$ cat src/rtl/core/block_cache_directory_round_robin_macros.svh
// Assertion helpers for the block cache directory.
`ifndef BLOCK_CACHE_DIRECTORY_ROUND_ROBIN_MACROS_SVH
`define BLOCK_CACHE_DIRECTORY_ROUND_ROBIN_MACROS_SVH

`define BCD_ASSERT_IMPL(lbl, a, c) \
	lbl: assert property (@(posedge clk) disable iff (!arst_n) (a) |-> (c)) \
		else $error("bcd check failed");

`define BCD_ASSERT_NEXT(lbl, a, c) \
	lbl: assert property (@(posedge clk) disable iff (!arst_n) (a) |=> (c)) \
		else $error("bcd check failed");

`endif

$ cat src/rtl/core/bcd_pkg.sv
package bcd_pkg;

	typedef enum logic [1:0] {
		ACT_LOOKUP   = 2'd0,
		ACT_ALLOCATE = 2'd1,
		ACT_MARK     = 2'd2,
		ACT_FLUSH    = 2'd3
	} action_t;

	localparam logic [0:0] REG_NUM_PROCESSES = 1'b0;
	localparam logic [0:0] REG_NUM_BLOCKS    = 1'b1;

	// owner remainder runs four bits of the block per cycle
	localparam logic [2:0] OWN_STEPS = 3'd4;

	// controller -> datapath
	typedef struct packed {
		logic load;      // capture request
		logic exec;      // do lookup/allocate/mark, form result
		logic scan;      // flush: emit write-back for current scan slot
		logic scan_next; // advance scan index
		logic clear;     // invalidate all slots
		logic none;      // flush with nothing dirty
		logic last;      // result is final
	} bcd_cmd_t;

	// datapath -> controller
	typedef struct packed {
		logic flush;     // captured action is a flush
		logic wb;        // current result carries an in-range write-back
		logic own_busy;  // owner remainder needs more than one step
		logic more;      // another dirty slot above the found one
		logic any;       // any dirty valid slot at all
	} bcd_sts_t;

endpackage

$ cat src/rtl/core/bcd_ctrl.sv
module bcd_ctrl import bcd_pkg::*; (
	input  logic     clk,
	input  logic     arst_n,
	input  logic     in_valid,
	output logic     in_stall,
	output logic     out_valid,
	input  logic     out_stall,
	input  bcd_sts_t sts,
	output bcd_cmd_t cmd
);

	typedef enum logic [5:0] {
		ST_IDLE  = 6'b000001,
		ST_EXEC  = 6'b000010,
		ST_SCAN  = 6'b000100,
		ST_OUT   = 6'b001000,
		ST_FOUT  = 6'b010000,
		ST_OWN   = 6'b100000
	} state_t;

	state_t state_q, state_d;
	logic   last_q, last_d;

	assign in_stall  = (state_q != ST_IDLE);
	assign out_valid = (state_q == ST_OUT) || (state_q == ST_FOUT);

	always_comb begin
		state_d = state_q;
		last_d  = last_q;
		cmd     = '0;
		case (state_q)
			ST_IDLE: begin
				if (in_valid) begin
					cmd.load = 1'b1;
					state_d  = ST_EXEC;
				end
			end
			ST_EXEC: begin
				if (sts.flush) begin
					if (sts.any) begin
						state_d = ST_SCAN;
					end else begin
						cmd.none  = 1'b1;
						cmd.last  = 1'b1;
						cmd.clear = 1'b1;
						last_d    = 1'b1;
						state_d   = ST_FOUT;
					end
				end else begin
					cmd.exec = 1'b1;
					cmd.last = 1'b1;
					state_d  = sts.wb ? ST_OWN : ST_OUT;
				end
			end
			ST_SCAN: begin
				cmd.scan      = 1'b1;
				cmd.scan_next = 1'b1;
				cmd.last      = !sts.more;
				last_d        = !sts.more;
				if (!sts.more) cmd.clear = 1'b1;
				state_d = sts.wb ? ST_OWN : ST_FOUT;
			end
			ST_OWN: begin
				// hold until the owner remainder lands in the result
				if (!sts.own_busy) state_d = sts.flush ? ST_FOUT : ST_OUT;
			end
			ST_OUT: begin
				if (!out_stall) state_d = ST_IDLE;
			end
			ST_FOUT: begin
				if (!out_stall) state_d = last_q ? ST_IDLE : ST_SCAN;
			end
			default: state_d = ST_IDLE;
		endcase
	end

	always_ff @(posedge clk or negedge arst_n) begin
		if (!arst_n) begin
			state_q <= ST_IDLE;
			last_q  <= 1'b0;
		end else begin
			state_q <= state_d;
			last_q  <= last_d;
		end
	end

endmodule

$ cat src/rtl/core/bcd_datapath.sv
module bcd_datapath import bcd_pkg::*; #(
	parameter int ENTRIES    = 32,
	parameter int BLOCK_BITS = 16
) (
	input  logic        clk,
	input  logic        arst_n,
	input  logic [1:0]  action,
	input  logic [15:0] block_num,
	input  logic        cfg_we,
	input  logic        cfg_index,
	input  logic [16:0] cfg_data,
	input  bcd_cmd_t    cmd,
	output bcd_sts_t    sts,
	output logic        hit,
	output logic [4:0]  slot,
	output logic        wb_valid,
	output logic [15:0] wb_block,
	output logic [7:0]  wb_owner,
	output logic        status,
	output logic        last
);

	localparam int IW = $clog2(ENTRIES);

	logic [BLOCK_BITS-1:0] tag_q [ENTRIES];
	logic [ENTRIES-1:0]    valid_q, dirty_q;
	logic [IW-1:0]         vptr_q;
	logic [8:0]            nproc_q;
	logic [16:0]           nblk_q;
	logic [1:0]            act_q;
	logic [BLOCK_BITS-1:0] blk_q;
	logic [IW-1:0]         scan_q;

	// one restoring step of block mod n; the partial remainder stays below n
	function automatic logic [8:0] rem_step(input logic [8:0] r, input logic b,
			input logic [8:0] n);
		logic [9:0] t;
		t = {r, b};
		if (t >= {1'b0, n}) t = t - {1'b0, n};
		return t[8:0];
	endfunction

	logic [8:0] nproc_eff;
	assign nproc_eff = (nproc_q == 9'd0) ? 9'd1 : ((nproc_q > 9'd256) ? 9'd256 : nproc_q);

	// lowest matching valid slot, lowest free slot, lowest dirty from scan_q
	logic [ENTRIES-1:0] match_v;
	logic [IW-1:0]      match_i, free_i, dirty_i;
	logic               match_f, free_f, dirty_f, more_f;
	logic [ENTRIES-1:0] dv;

	always_comb begin
		match_i = '0; match_f = 1'b0;
		free_i  = '0; free_f  = 1'b0;
		dirty_i = '0; dirty_f = 1'b0; more_f = 1'b0;
		for (int i = 0; i < ENTRIES; i++) begin
			match_v[i] = valid_q[i] && (tag_q[i] == blk_q);
			dv[i]      = valid_q[i] && dirty_q[i];
		end
		for (int i = ENTRIES-1; i >= 0; i--) begin
			if (match_v[i]) begin match_i = IW'(i); match_f = 1'b1; end
			if (!valid_q[i]) begin free_i = IW'(i); free_f = 1'b1; end
		end
		for (int i = ENTRIES-1; i >= 0; i--) begin
			if (dv[i] && IW'(i) >= scan_q) begin
				if (dirty_f) more_f = 1'b1;
				dirty_i = IW'(i); dirty_f = 1'b1;
			end
		end
	end

	logic [BLOCK_BITS-1:0] old_b, scan_b;
	logic                  old_rng, scan_rng;
	assign old_b    = tag_q[vptr_q];
	assign scan_b   = tag_q[dirty_i];
	assign old_rng  = ({1'b0, 16'(old_b)} < nblk_q);
	assign scan_rng = ({1'b0, 16'(scan_b)} < nblk_q);

	// owner remainder unit
	logic        own_need, own_start;
	logic [15:0] own_src, own_blk_q;
	logic [8:0]  own_rem_q, own_rem_d;
	logic [2:0]  own_cnt_q;

	assign own_need  = (act_q == ACT_FLUSH) ? scan_rng :
		((act_q == ACT_ALLOCATE) && !free_f && dirty_q[vptr_q] && old_rng);
	assign own_start = (cmd.exec || cmd.scan) && own_need;
	assign own_src   = (act_q == ACT_FLUSH) ? 16'(scan_b) : 16'(old_b);

	always_comb begin
		own_rem_d = own_rem_q;
		for (int k = 0; k < 4; k++)
			own_rem_d = rem_step(own_rem_d, own_blk_q[15-k], nproc_eff);
	end

	assign sts.flush    = (act_q == ACT_FLUSH);
	assign sts.wb       = own_need;
	assign sts.own_busy = (own_cnt_q > 3'd1);
	assign sts.more     = more_f;
	assign sts.any      = |dv;

	always_ff @(posedge clk or negedge arst_n) begin
		if (!arst_n) begin
			valid_q   <= '0;
			dirty_q   <= '0;
			vptr_q    <= '0;
			nproc_q   <= 9'd1;
			nblk_q    <= 17'd65536;
			scan_q    <= '0;
			own_cnt_q <= '0;
		end else begin
			if (cfg_we) begin
				if (cfg_index == REG_NUM_PROCESSES) nproc_q <= cfg_data[8:0];
				else nblk_q <= cfg_data;
			end
			if (own_start) own_cnt_q <= OWN_STEPS;
			else if (own_cnt_q != 3'd0) own_cnt_q <= own_cnt_q - 3'd1;
			if (cmd.load) scan_q <= '0;
			if (cmd.scan_next) scan_q <= dirty_i + IW'(1);
			if (cmd.exec) begin
				case (act_q)
					ACT_MARK: if (match_f) dirty_q[match_i] <= 1'b1;
					ACT_ALLOCATE: begin
						if (free_f) begin
							valid_q[free_i] <= 1'b1;
							dirty_q[free_i] <= 1'b0;
						end else begin
							vptr_q <= (vptr_q == IW'(ENTRIES-1)) ? '0 : vptr_q + IW'(1);
							if (!dirty_q[vptr_q] || old_rng)
								dirty_q[vptr_q] <= 1'b0;
						end
					end
					default: ;
				endcase
			end
			if (cmd.clear) begin
				valid_q <= '0;
				dirty_q <= '0;
			end
		end
	end

	always_ff @(posedge clk) begin
		if (cmd.load) begin
			act_q <= action;
			blk_q <= BLOCK_BITS'(block_num);
		end
		if (cmd.exec && act_q == ACT_ALLOCATE) begin
			if (free_f) tag_q[free_i] <= blk_q;
			else if (!dirty_q[vptr_q] || old_rng)
				tag_q[vptr_q] <= blk_q;
		end
		if (own_start) begin
			own_blk_q <= own_src;
			own_rem_q <= '0;
		end else if (own_cnt_q != 3'd0) begin
			own_blk_q <= {own_blk_q[11:0], 4'd0};
			own_rem_q <= own_rem_d;
		end
	end

	// result register
	always_ff @(posedge clk) begin
		if (cmd.exec || cmd.scan || cmd.none) begin
			hit <= 1'b0; slot <= '0; wb_valid <= 1'b0; wb_block <= '0;
			wb_owner <= '0; status <= 1'b0; last <= cmd.last;
			if (cmd.scan) begin
				slot     <= 5'(dirty_i);
				wb_block <= 16'(scan_b);
				if (scan_rng) wb_valid <= 1'b1;
				else status <= 1'b1;
			end else if (cmd.exec) begin
				if (act_q == ACT_ALLOCATE) begin
					if (free_f) begin
						hit <= 1'b1; slot <= 5'(free_i);
					end else begin
						slot <= 5'(vptr_q);
						if (!dirty_q[vptr_q]) hit <= 1'b1;
						else begin
							wb_block <= 16'(old_b);
							if (old_rng) begin
								hit <= 1'b1; wb_valid <= 1'b1;
							end else status <= 1'b1;
						end
					end
				end else if (match_f) begin
					hit <= 1'b1; slot <= 5'(match_i);
				end
			end
		end else if (own_cnt_q == 3'd1) begin
			wb_owner <= own_rem_d[7:0];
		end
	end

endmodule

$ cat src/rtl/core/block_cache_directory_round_robin.sv
// Lookup, allocate, mark dirty: captured in IDLE, run in EXEC, result shown
// from OUT; an allocate with a write-back first waits in OWN for the owner
// remainder. Flush: one result per dirty slot, SCAN then FOUT (OWN between
// for an in-range write-back); with nothing dirty, EXEC goes to FOUT.
// Reset clears valid/dirty bits, victim pointer and registers to defaults.
`include "block_cache_directory_round_robin_macros.svh"
module block_cache_directory_round_robin import bcd_pkg::*; #(
	parameter int ENTRIES    = 32,
	parameter int BLOCK_BITS = 16
) (
	input  logic        clk,
	input  logic        arst_n,
	input  logic        in_valid,
	output logic        in_stall,
	input  logic [1:0]  action,
	input  logic [15:0] block_num,
	output logic        out_valid,
	input  logic        out_stall,
	output logic        hit,
	output logic [4:0]  slot,
	output logic        wb_valid,
	output logic [15:0] wb_block,
	output logic [7:0]  wb_owner,
	output logic        status,
	output logic        last,
	input  logic        cfg_we,
	input  logic        cfg_index,
	input  logic [16:0] cfg_data
);

	bcd_cmd_t cmd;
	bcd_sts_t sts;

	bcd_ctrl u_ctrl (
		.clk, .arst_n, .in_valid, .in_stall, .out_valid, .out_stall, .sts, .cmd
	);

	bcd_datapath #(.ENTRIES(ENTRIES), .BLOCK_BITS(BLOCK_BITS)) u_dp (
		.clk, .arst_n, .action, .block_num, .cfg_we, .cfg_index, .cfg_data,
		.cmd, .sts, .hit, .slot, .wb_valid, .wb_block, .wb_owner, .status, .last
	);

	`BCD_ASSERT_IMPL(a_no_accept_busy, out_valid, in_stall)
	`BCD_ASSERT_IMPL(a_wb_excl, out_valid, !(wb_valid && status))
	`BCD_ASSERT_NEXT(a_hold, out_valid && out_stall, out_valid && $stable(slot))

endmodule

$ cat config.mk
export PLATFORM = sky130hd
export DESIGN_NAME = block_cache_directory_round_robin
export DESIGN_NICKNAME = d
export VERILOG_FILES = /design/src/rtl/core/bcd_pkg.sv /design/src/rtl/core/bcd_ctrl.sv /design/src/rtl/core/bcd_datapath.sv /design/src/rtl/core/block_cache_directory_round_robin.sv
export VERILOG_INCLUDE_DIRS = /design/src /design/src/rtl/core
export SDC_FILE = /design/constraint.sdc
export NUM_CORES = 2
export LEC_CHECK = 0
export BUFFER_PORTS_ARGS = -buffer_cell sky130_fd_sc_hd__buf_4
export CORE_MARGIN = 2
export CORE_UTILIZATION = 50
export CTS_CLUSTER_DIAMETER = 150
export CTS_CLUSTER_SIZE = 30
export DETAILED_ROUTE_END_ITERATION = 16
export PLACE_DENSITY = 0.74
export SYNTH_ARGS = -nofsm -noshare
export SYNTH_HDL_FRONTEND = slang
export SYNTH_SLANG_ARGS = --single-unit
$ cat constraint.sdc
create_clock -name clk -period 12 [get_ports clk]
set_input_delay 0 -clock clk [delete_from_list [all_inputs] [get_ports clk]]
set_output_delay 0 -clock clk [all_outputs]
set_load 0.02 [all_outputs]
; Word-level counts from Yosys, hierarchy flattened
; Memory sizes are Yosys's and may differ from the RTL's.
; Index checks and enable logic that the tools add are counted.
[classes]
n_addsub = 7
n_lt_le_gt_ge = 46
n_eq_ne = 52
n_mux = 350
n_bitwise = 9
n_reduce_logical = 130
[op_table]
columns = cell, n
row1 = $mux 5, 107
row2 = $eq 16x16->1, 32
row3 = $mux 32, 9
row4 = $mux 1, 197
row5 = $mux 16, 9
row6 = $logic_and 1x1->1, 104
row7 = $ge 5x5->1 const A, 16
row8 = $and 32x32->32, 2
row9 = $not 32->32, 2
row10 = $or 32x32->32, 2
row11 = $pmux 32 s2, 1
row12 = $mux 9, 6
row13 = $mux 6, 7
row14 = $ge 10x9->1, 4
row15 = $ge 4x5->1 const A, 8
row16 = $pmux 6 s6, 1
row17 = $sub 9x9->9, 4
row18 = $lt 16x17->1, 2
row19 = $reduce_or 32->1, 1
row20 = $ge 3x5->1 const A, 4
row21 = $lt 5x6->1 const B, 3
row22 = $reduce_or 16->1, 1
row23 = $demux 1 s5, 3
row24 = $ge 5x1->1 const B, 3
row25 = other kinds (35), 66
[totals]
ff_bits = 186
ramBits = 512
in_bits = 41
output_inout_bits = 35
word_cells = 615
n_memories = 1
[memory_table]
columns = memory, depth, word_bits, read_ports, rd_ports_with_merged_regs, write_ports, line
row1 = u_dp.tag_q, 32, 16, 34, 0, 1, bcd_datapath.sv:25  ; logic [BLOCK_BITS-1:0] tag_q [ENTRIES];

; Depth between registers and ports, before layout
[depth]
depth_word = 69
mapped_depth = 47
depth_no_buf = 43

; By module
; From an unflattened synthesis, not the netlist that was laid out.
[hier_totals]
hier_cells = 3927
area_unflattened_um2 = 43932.1
[modules_own_cells]
columns = mod, n_inst, cells_per_inst, area_each_um2, seq_area_each_um2
row1 = bcd_datapath, 1, 3866, 43396.6, 20066.7
row2 = bcd_ctrl, 1, 61, 535.5, 176.4

; Least setup slack after synthesis
; OpenSTA, ideal clock, no wires.
[synth_timing]
path_type = reg-to-reg
startpoint = reg u_dp.nproc_q[4]
endpoint = reg u_dp.wb_owner[4]
setup_ns = 0.183
arrival_ns = 9.680
required_ns = 11.817
setup_slack_ns = 2.137
stages_incl_launch_ff = 47
n_path_buf = 4
synth_period_minus_slack_ns = 9.863
path_cell_list = dfrtp_1 -> nor4_1 -> a21oi_1 -> nor2_1 -> ha_1 -> inv_1 -> fa_1 -> a21o_1 -> a21oi_1 -> nor2_1 -> o31a_1 -> nor2_1 -> buf_1 -> mux2_2 -> ha_1 -> nand2_1 -> nand2_1 -> a21oi_1 -> (+11 left out) -> a21o_1 -> a211o_1 -> clkbuf_1 -> mux2_2 -> ha_1 -> nor2b_1 -> o21ai_0 -> nand2b_1 -> nor2b_1 -> a211oi_1 -> o21ai_0 -> a21oi_1 -> o211ai_1 -> mux2i_1 -> clkbuf_1 -> nor2_1 -> a21oi_1 -> a211oi_1
[synth_via]
elab_chain_len = 11
word_cells_on_any_way = 16
cone_classes = add/sub: 4 / order compare: 5 / mux: 6 / reduce/logical: 1
[synth_rtl]
columns = item, line
row1 = "start, declared", bcd_datapath.sv:28  ; logic [8:0] nproc_q;
row2 = "start signal, assigned", bcd_datapath.sv:113  ; if (cfg_index == REG_NUM_PROCESSES) nproc_q <= cfg_data[8:0];
row3 = $gt 9x9->1, bcd_datapath.sv:44  ; assign nproc_eff = (nproc_q == 9'd0) ? 9'd1 : ((nproc_q > 9'd256) ? 9'd256 : nproc_q);
row4 = $mux 9, bcd_datapath.sv:44
row5 = $mux 9 *, bcd_datapath.sv:44
row6 = $sub 9x9->9 / $ge 10x9->1 (equally long branches), bcd_datapath.sv:39  ; if (t >= {1'b0, n}) t = t - {1'b0, n};
row7 = $mux 9, bcd_datapath.sv:39
row8 = $sub 9x9->9 / $ge 10x9->1 (equally long branches), bcd_datapath.sv:39
row9 = $mux 9, bcd_datapath.sv:39
row10 = $sub 9x9->9 / $ge 10x9->1 (equally long branches), bcd_datapath.sv:39
row11 = $mux 9, bcd_datapath.sv:39
row12 = $sub 9x9->9 / $ge 10x9->1 (equally long branches), bcd_datapath.sv:39
row13 = $mux 9 *, bcd_datapath.sv:39
row14 = "end signal, assigned", bcd_datapath.sv:191  ; wb_owner <= own_rem_d[7:0];
row15 = "end, declared", bcd_datapath.sv:18  ; output logic [7:0] wb_owner,
; Every way passes the cells marked *; elsewhere a longest branch is shown, timed or not.
; A chain may end at the register's enable or synchronous reset.

; Worst setup path after layout
[layout_timing]
startpoint = reg u_dp.nproc_q[4]
endpoint = reg u_dp.own_rem_q[0]
[layout_via]
elab_chain_len = 11
word_cells_on_any_way = 16
cone_classes = add/sub: 4 / order compare: 5 / mux: 6 / reduce/logical: 1
[layout_rtl]
columns = item, line
row1 = $gt 9x9->1, bcd_datapath.sv:44
row2 = $mux 9, bcd_datapath.sv:44
row3 = $mux 9 *, bcd_datapath.sv:44
row4 = $sub 9x9->9 / $ge 10x9->1 (equally long branches), bcd_datapath.sv:39
row5 = $mux 9, bcd_datapath.sv:39
row6 = $sub 9x9->9 / $ge 10x9->1 (equally long branches), bcd_datapath.sv:39
row7 = $mux 9, bcd_datapath.sv:39
row8 = $sub 9x9->9 / $ge 10x9->1 (equally long branches), bcd_datapath.sv:39
row9 = $mux 9, bcd_datapath.sv:39
row10 = $ge 10x9->1, bcd_datapath.sv:39
row11 = $mux 9 *, bcd_datapath.sv:39
row12 = "end signal, assigned", bcd_datapath.sv:158  ; own_rem_q <= own_rem_d;
row13 = "end, declared", bcd_datapath.sv:82  ; logic [8:0] own_rem_q, own_rem_d;
; Marks and branches as above.

==> flow_summary.ini <==
[logic_synthesis]
synthDistinctLibCells = 102
synth_seq_area_share_pct = 44.9
synth_ff_type = edfxtp_1
synth_edf_count = 571
syn_inst = 4092
synth_seq_cells = 698
syn-num-nets = 4212
syn_area_um2 = 45000
yosys_warnings = 0
synth_top_cells_by_area = edfxtp_1 (38%), xor2_1 (8.7%), mux4_2 (6.8%), dfrtp_1 (5.9%), mux2i_1 (3.8%)
synthArstFlopShare_pct = 15.8
synth_top_cell_by_area = edfxtp_1
yosysTopAreaCellShare_pct = 38.1
avgSynthCellArea_um2 = 11.0

[power]
leakage_nw = 16.5
switching_share_pct = 41.5
p_int_w = 0.00550
p_per_area_nw_per_um2 = 196
clkPwrFrac_pct = 13.1
p_seq_share_pct = 31.7
p_sw_w = 0.00390
peakVddDrop_mv = 0.471
combPwrFrac_pct = 55.2

[setup_path]
cp-end-kind = flop
timing_worst_setup_path_type = reg2reg
crit_path_start_kind = flop
cp_data_arrival_time_ns = 11.34
critPathSlowestCell = nor2_1
critPathRequiredTime_ns = 12.61
cp_max_fo = 14
max_stage_delay_ns = 0.56

[route]
drcViolationCount = 0
dr.first_iter.drc_count = 6806
wl_per_cell_um = 35.2
final_antenna_net_count = 0
routed-via-count = 38100
via_per_inst = 7.19
wirelength_um = 187000
first_pass_iters = 13

[clock_network]
cts.sinks = 698
htreeDepth = 1
cts-root-buf = clkbuf_16
clkSlewWorstSetupHoldPaths_ns = 0.14
cts_tree = built
cts-buffers-inserted = 27
clkLatencyLatePin_ns = 0.68
cts_buffer_depth = 3
cts_setup_buffers = 0

[job]
drv_cap = 2

[placed_design]
pre_cts_slack_ns = 1.32
io_buffers = 75
gp_congestion = 1.08
dpl_cell_area_um2 = 46700
dp.cells = 5193
hpwl_um = 137000

[finish]
final_cells = 5297
final_core_util_pct = 53.6
drive_above_1_share_pct = 11.3
area_growth_pct = 6.61
fin_area_um2 = 48000
fin_nets = 4215

[floorplanning]
fp.dieH_um = 304
num_io_pins = 76
dieWidth_um = 304
num_rows = 110
coreArea_um2 = 89600
die_area_um2 = 92500
initial_core_util_pct = 50.3

[status]
status = finished, violations left
failed_checks = capacitance limit, slew limit

[timing]
max_clock_freq_mhz = 93.2
fin_crit_ns = 10.73
skew_ns = 0.0489
setup_ws_ns = 1.27
finalSetupViolCount = 0
min_period_over_period_pct = 89.4
hold_viol = 0
max_slew_margin_pct = -2.57
slew_violations = 2
grt_setup_unrepaired = false
worst_pin_slew_ns = 1.52
finalSetupTns_ns = 0

[worst_hold_path]
min_path_type = in2reg

[global_routing]
grt_overflow = 0
grt_pass1_vias = 35900
track_usage_pct = 39.2
antenna_found_initial = 9
grt_max_degree = 134
grt_first_pass_wirelength_um = 263000
## cells in the final DEF (no fill, tap or decap), drive strengths merged, types with 14 or more instances in the layout
cell and instances:
mux2i 173, a22o 15, xnor2 92, buf 187, dfxtp 17, a21oi 108
dfrtp 107, mux4 136, dlygate4sd3 48, nor4 169, nand4 108, o31ai 14
nor3 68, nor2 190, nand3 127, and3 44, nand4b 21, ha 75
and2 22, edfxtp 571, clkbuf 48, a221oi 27, nor2b 29, nand2 455
a31oi 29, mux2 60, o22ai 41, o21ai 119, o32ai 25, a21o 36
a32oi 57, o211ai 16, a311o 17, xor2 448, or4 40, a22oi 74
a211oi 22, nand2b 24, inv 79
## cell usage after synthesis (20+ instances only)
library cell and number:
xor2_1 448, nand2_1 455, mux2i_1 173, inv_1 77, nor2b_1 29, o32ai_1 25, nand4_1 108, clkbuf_1 93
buf_4 22, or4_1 39, buf_1 25, nand2b_1 24, a21oi_1 107, dfrtp_1 107, nand4b_1 21, o21ai_0 109
nand3_1 125, nor2_1 188, buf_2 101, a32oi_1 57, mux2_2 52, xnor2_1 92, o22ai_1 41, nor4_1 167
and3_1 44, a31oi_1 28, nor3_1 67, a211oi_1 22, edfxtp_1 571, a21o_1 36, a22oi_1 74, and2_1 20
a221oi_1 27, ha_1 75, mux4_2 136
## metal layers
metal	track usage, %	share of wire (%)
met1	50.6	36
met2	57.8	42
met3	11.6	13
met4	24.9	8.5
met5	1.03	0.11
## power groups by stage
stage | logic, W | clock network [W] | registers [W]
6_report | 0.00519 | 0.00123 | 0.00298
5_1_grt | 0.00574 | 0.00131 | 0.00299
4_1_cts | 0.00515 | 0.00123 | 0.00298
3_5_place_dp | 0.00511 | 0 | 0.00303
3_3_place_gp | 0.00507 | 0 | 0.00303
2_1_floorplan | 0.00388 | 0 | 0.00307
## stage by stage
stage | power (W) | hold slack [ns]
global placement | 0.00810 | 0.0443
global route | 0.0100 | 0.0454
floorplan | 0.00695 | -0.296
CTS | 0.00936 | 0.0373
detailed placement | 0.00814 | 0.0488
finish | 0.00940 | 0.0536
## critical path, delay by kind of cell, from the launching register on
kind / cells / cell delay, ns
muxes: 6 / 1.72
adders and majority gates: 5 / 1.63
buffers and inverters: 2 / 0.30
and+or+nand+nor: 12 / 2.54
AOI/OAI and AO/OA: 18 / 4.09
DFF: 1 / 0.41
## logic make-up after synthesis
| logic type | count (synthesis) | share of synthesized area (%) |
|---|---|---|
| and+or+nand+nor | 1381 | 15.8 |
| DFF | 698 | 44.9 |
| AOI/OAI and AO/OA | 679 | 10.6 |
| xor gates and xnor gates | 540 | 10.5 |
| muxes | 369 | 12.2 |
| buffers and inverters | 341 | 3.61 |
| adders and majority gates | 84 | 2.37 |
## area by class of cell
type                       instances  area, µm²
tap                             1176       1470
inverter                          80        300
timing repair buffer             235       1950
multi-input combinational       3053      23200
sequential                       698      20300
clock inverter                     1       30.0
clock buffer                      48        754
fill                            7862      41600
antenna                            6       15.0
## flip-flops by register name (all words and copies together), names as in the netlist, 16 cells and up
signal,cells
u_dp.blk_q,16
u_dp.own_blk_q,16
u_dp.nblk_q,17
u_dp.wb_block,16
u_dp.tag_q,512
u_dp.dirty_q,32
u_dp.valid_q,32
## final timing paths
check,startpoint,endpoint,slack [ns],cells after the start
max,u_dp.nproc_q[4]$_DFFE_PN0P_,u_dp.own_rem_q[0]$_SDFFE_PP0P_,1.27,43
min,block_num[2],u_dp.blk_q[2]$_DFFE_PP_,0.05,2
max reg2reg,u_dp.nproc_q[4]$_DFFE_PN0P_,u_dp.own_rem_q[0]$_SDFFE_PP0P_,1.27,43
min reg2reg,u_dp.wb_owner[7]$_SDFFE_PP0P_,u_dp.wb_owner[7]$_SDFFE_PP0P_,0.51,2
max in group asynchronous,arst_n,u_dp.nproc_q[7]$_DFFE_PN0P_,10.70,4
min in group asynchronous,arst_n,u_dp.dirty_q[5]$_DFFE_PN0P_,0.40,4
## timing repair
| action | CTS | global route |
|---|---|---|
| hold buffers | 49 | 0 |
| resized for setup | 0 | 0 |
| endpoints found under the hold margin | 98 | 0 |
Note: power is estimated with default switching activity, not from simulation.
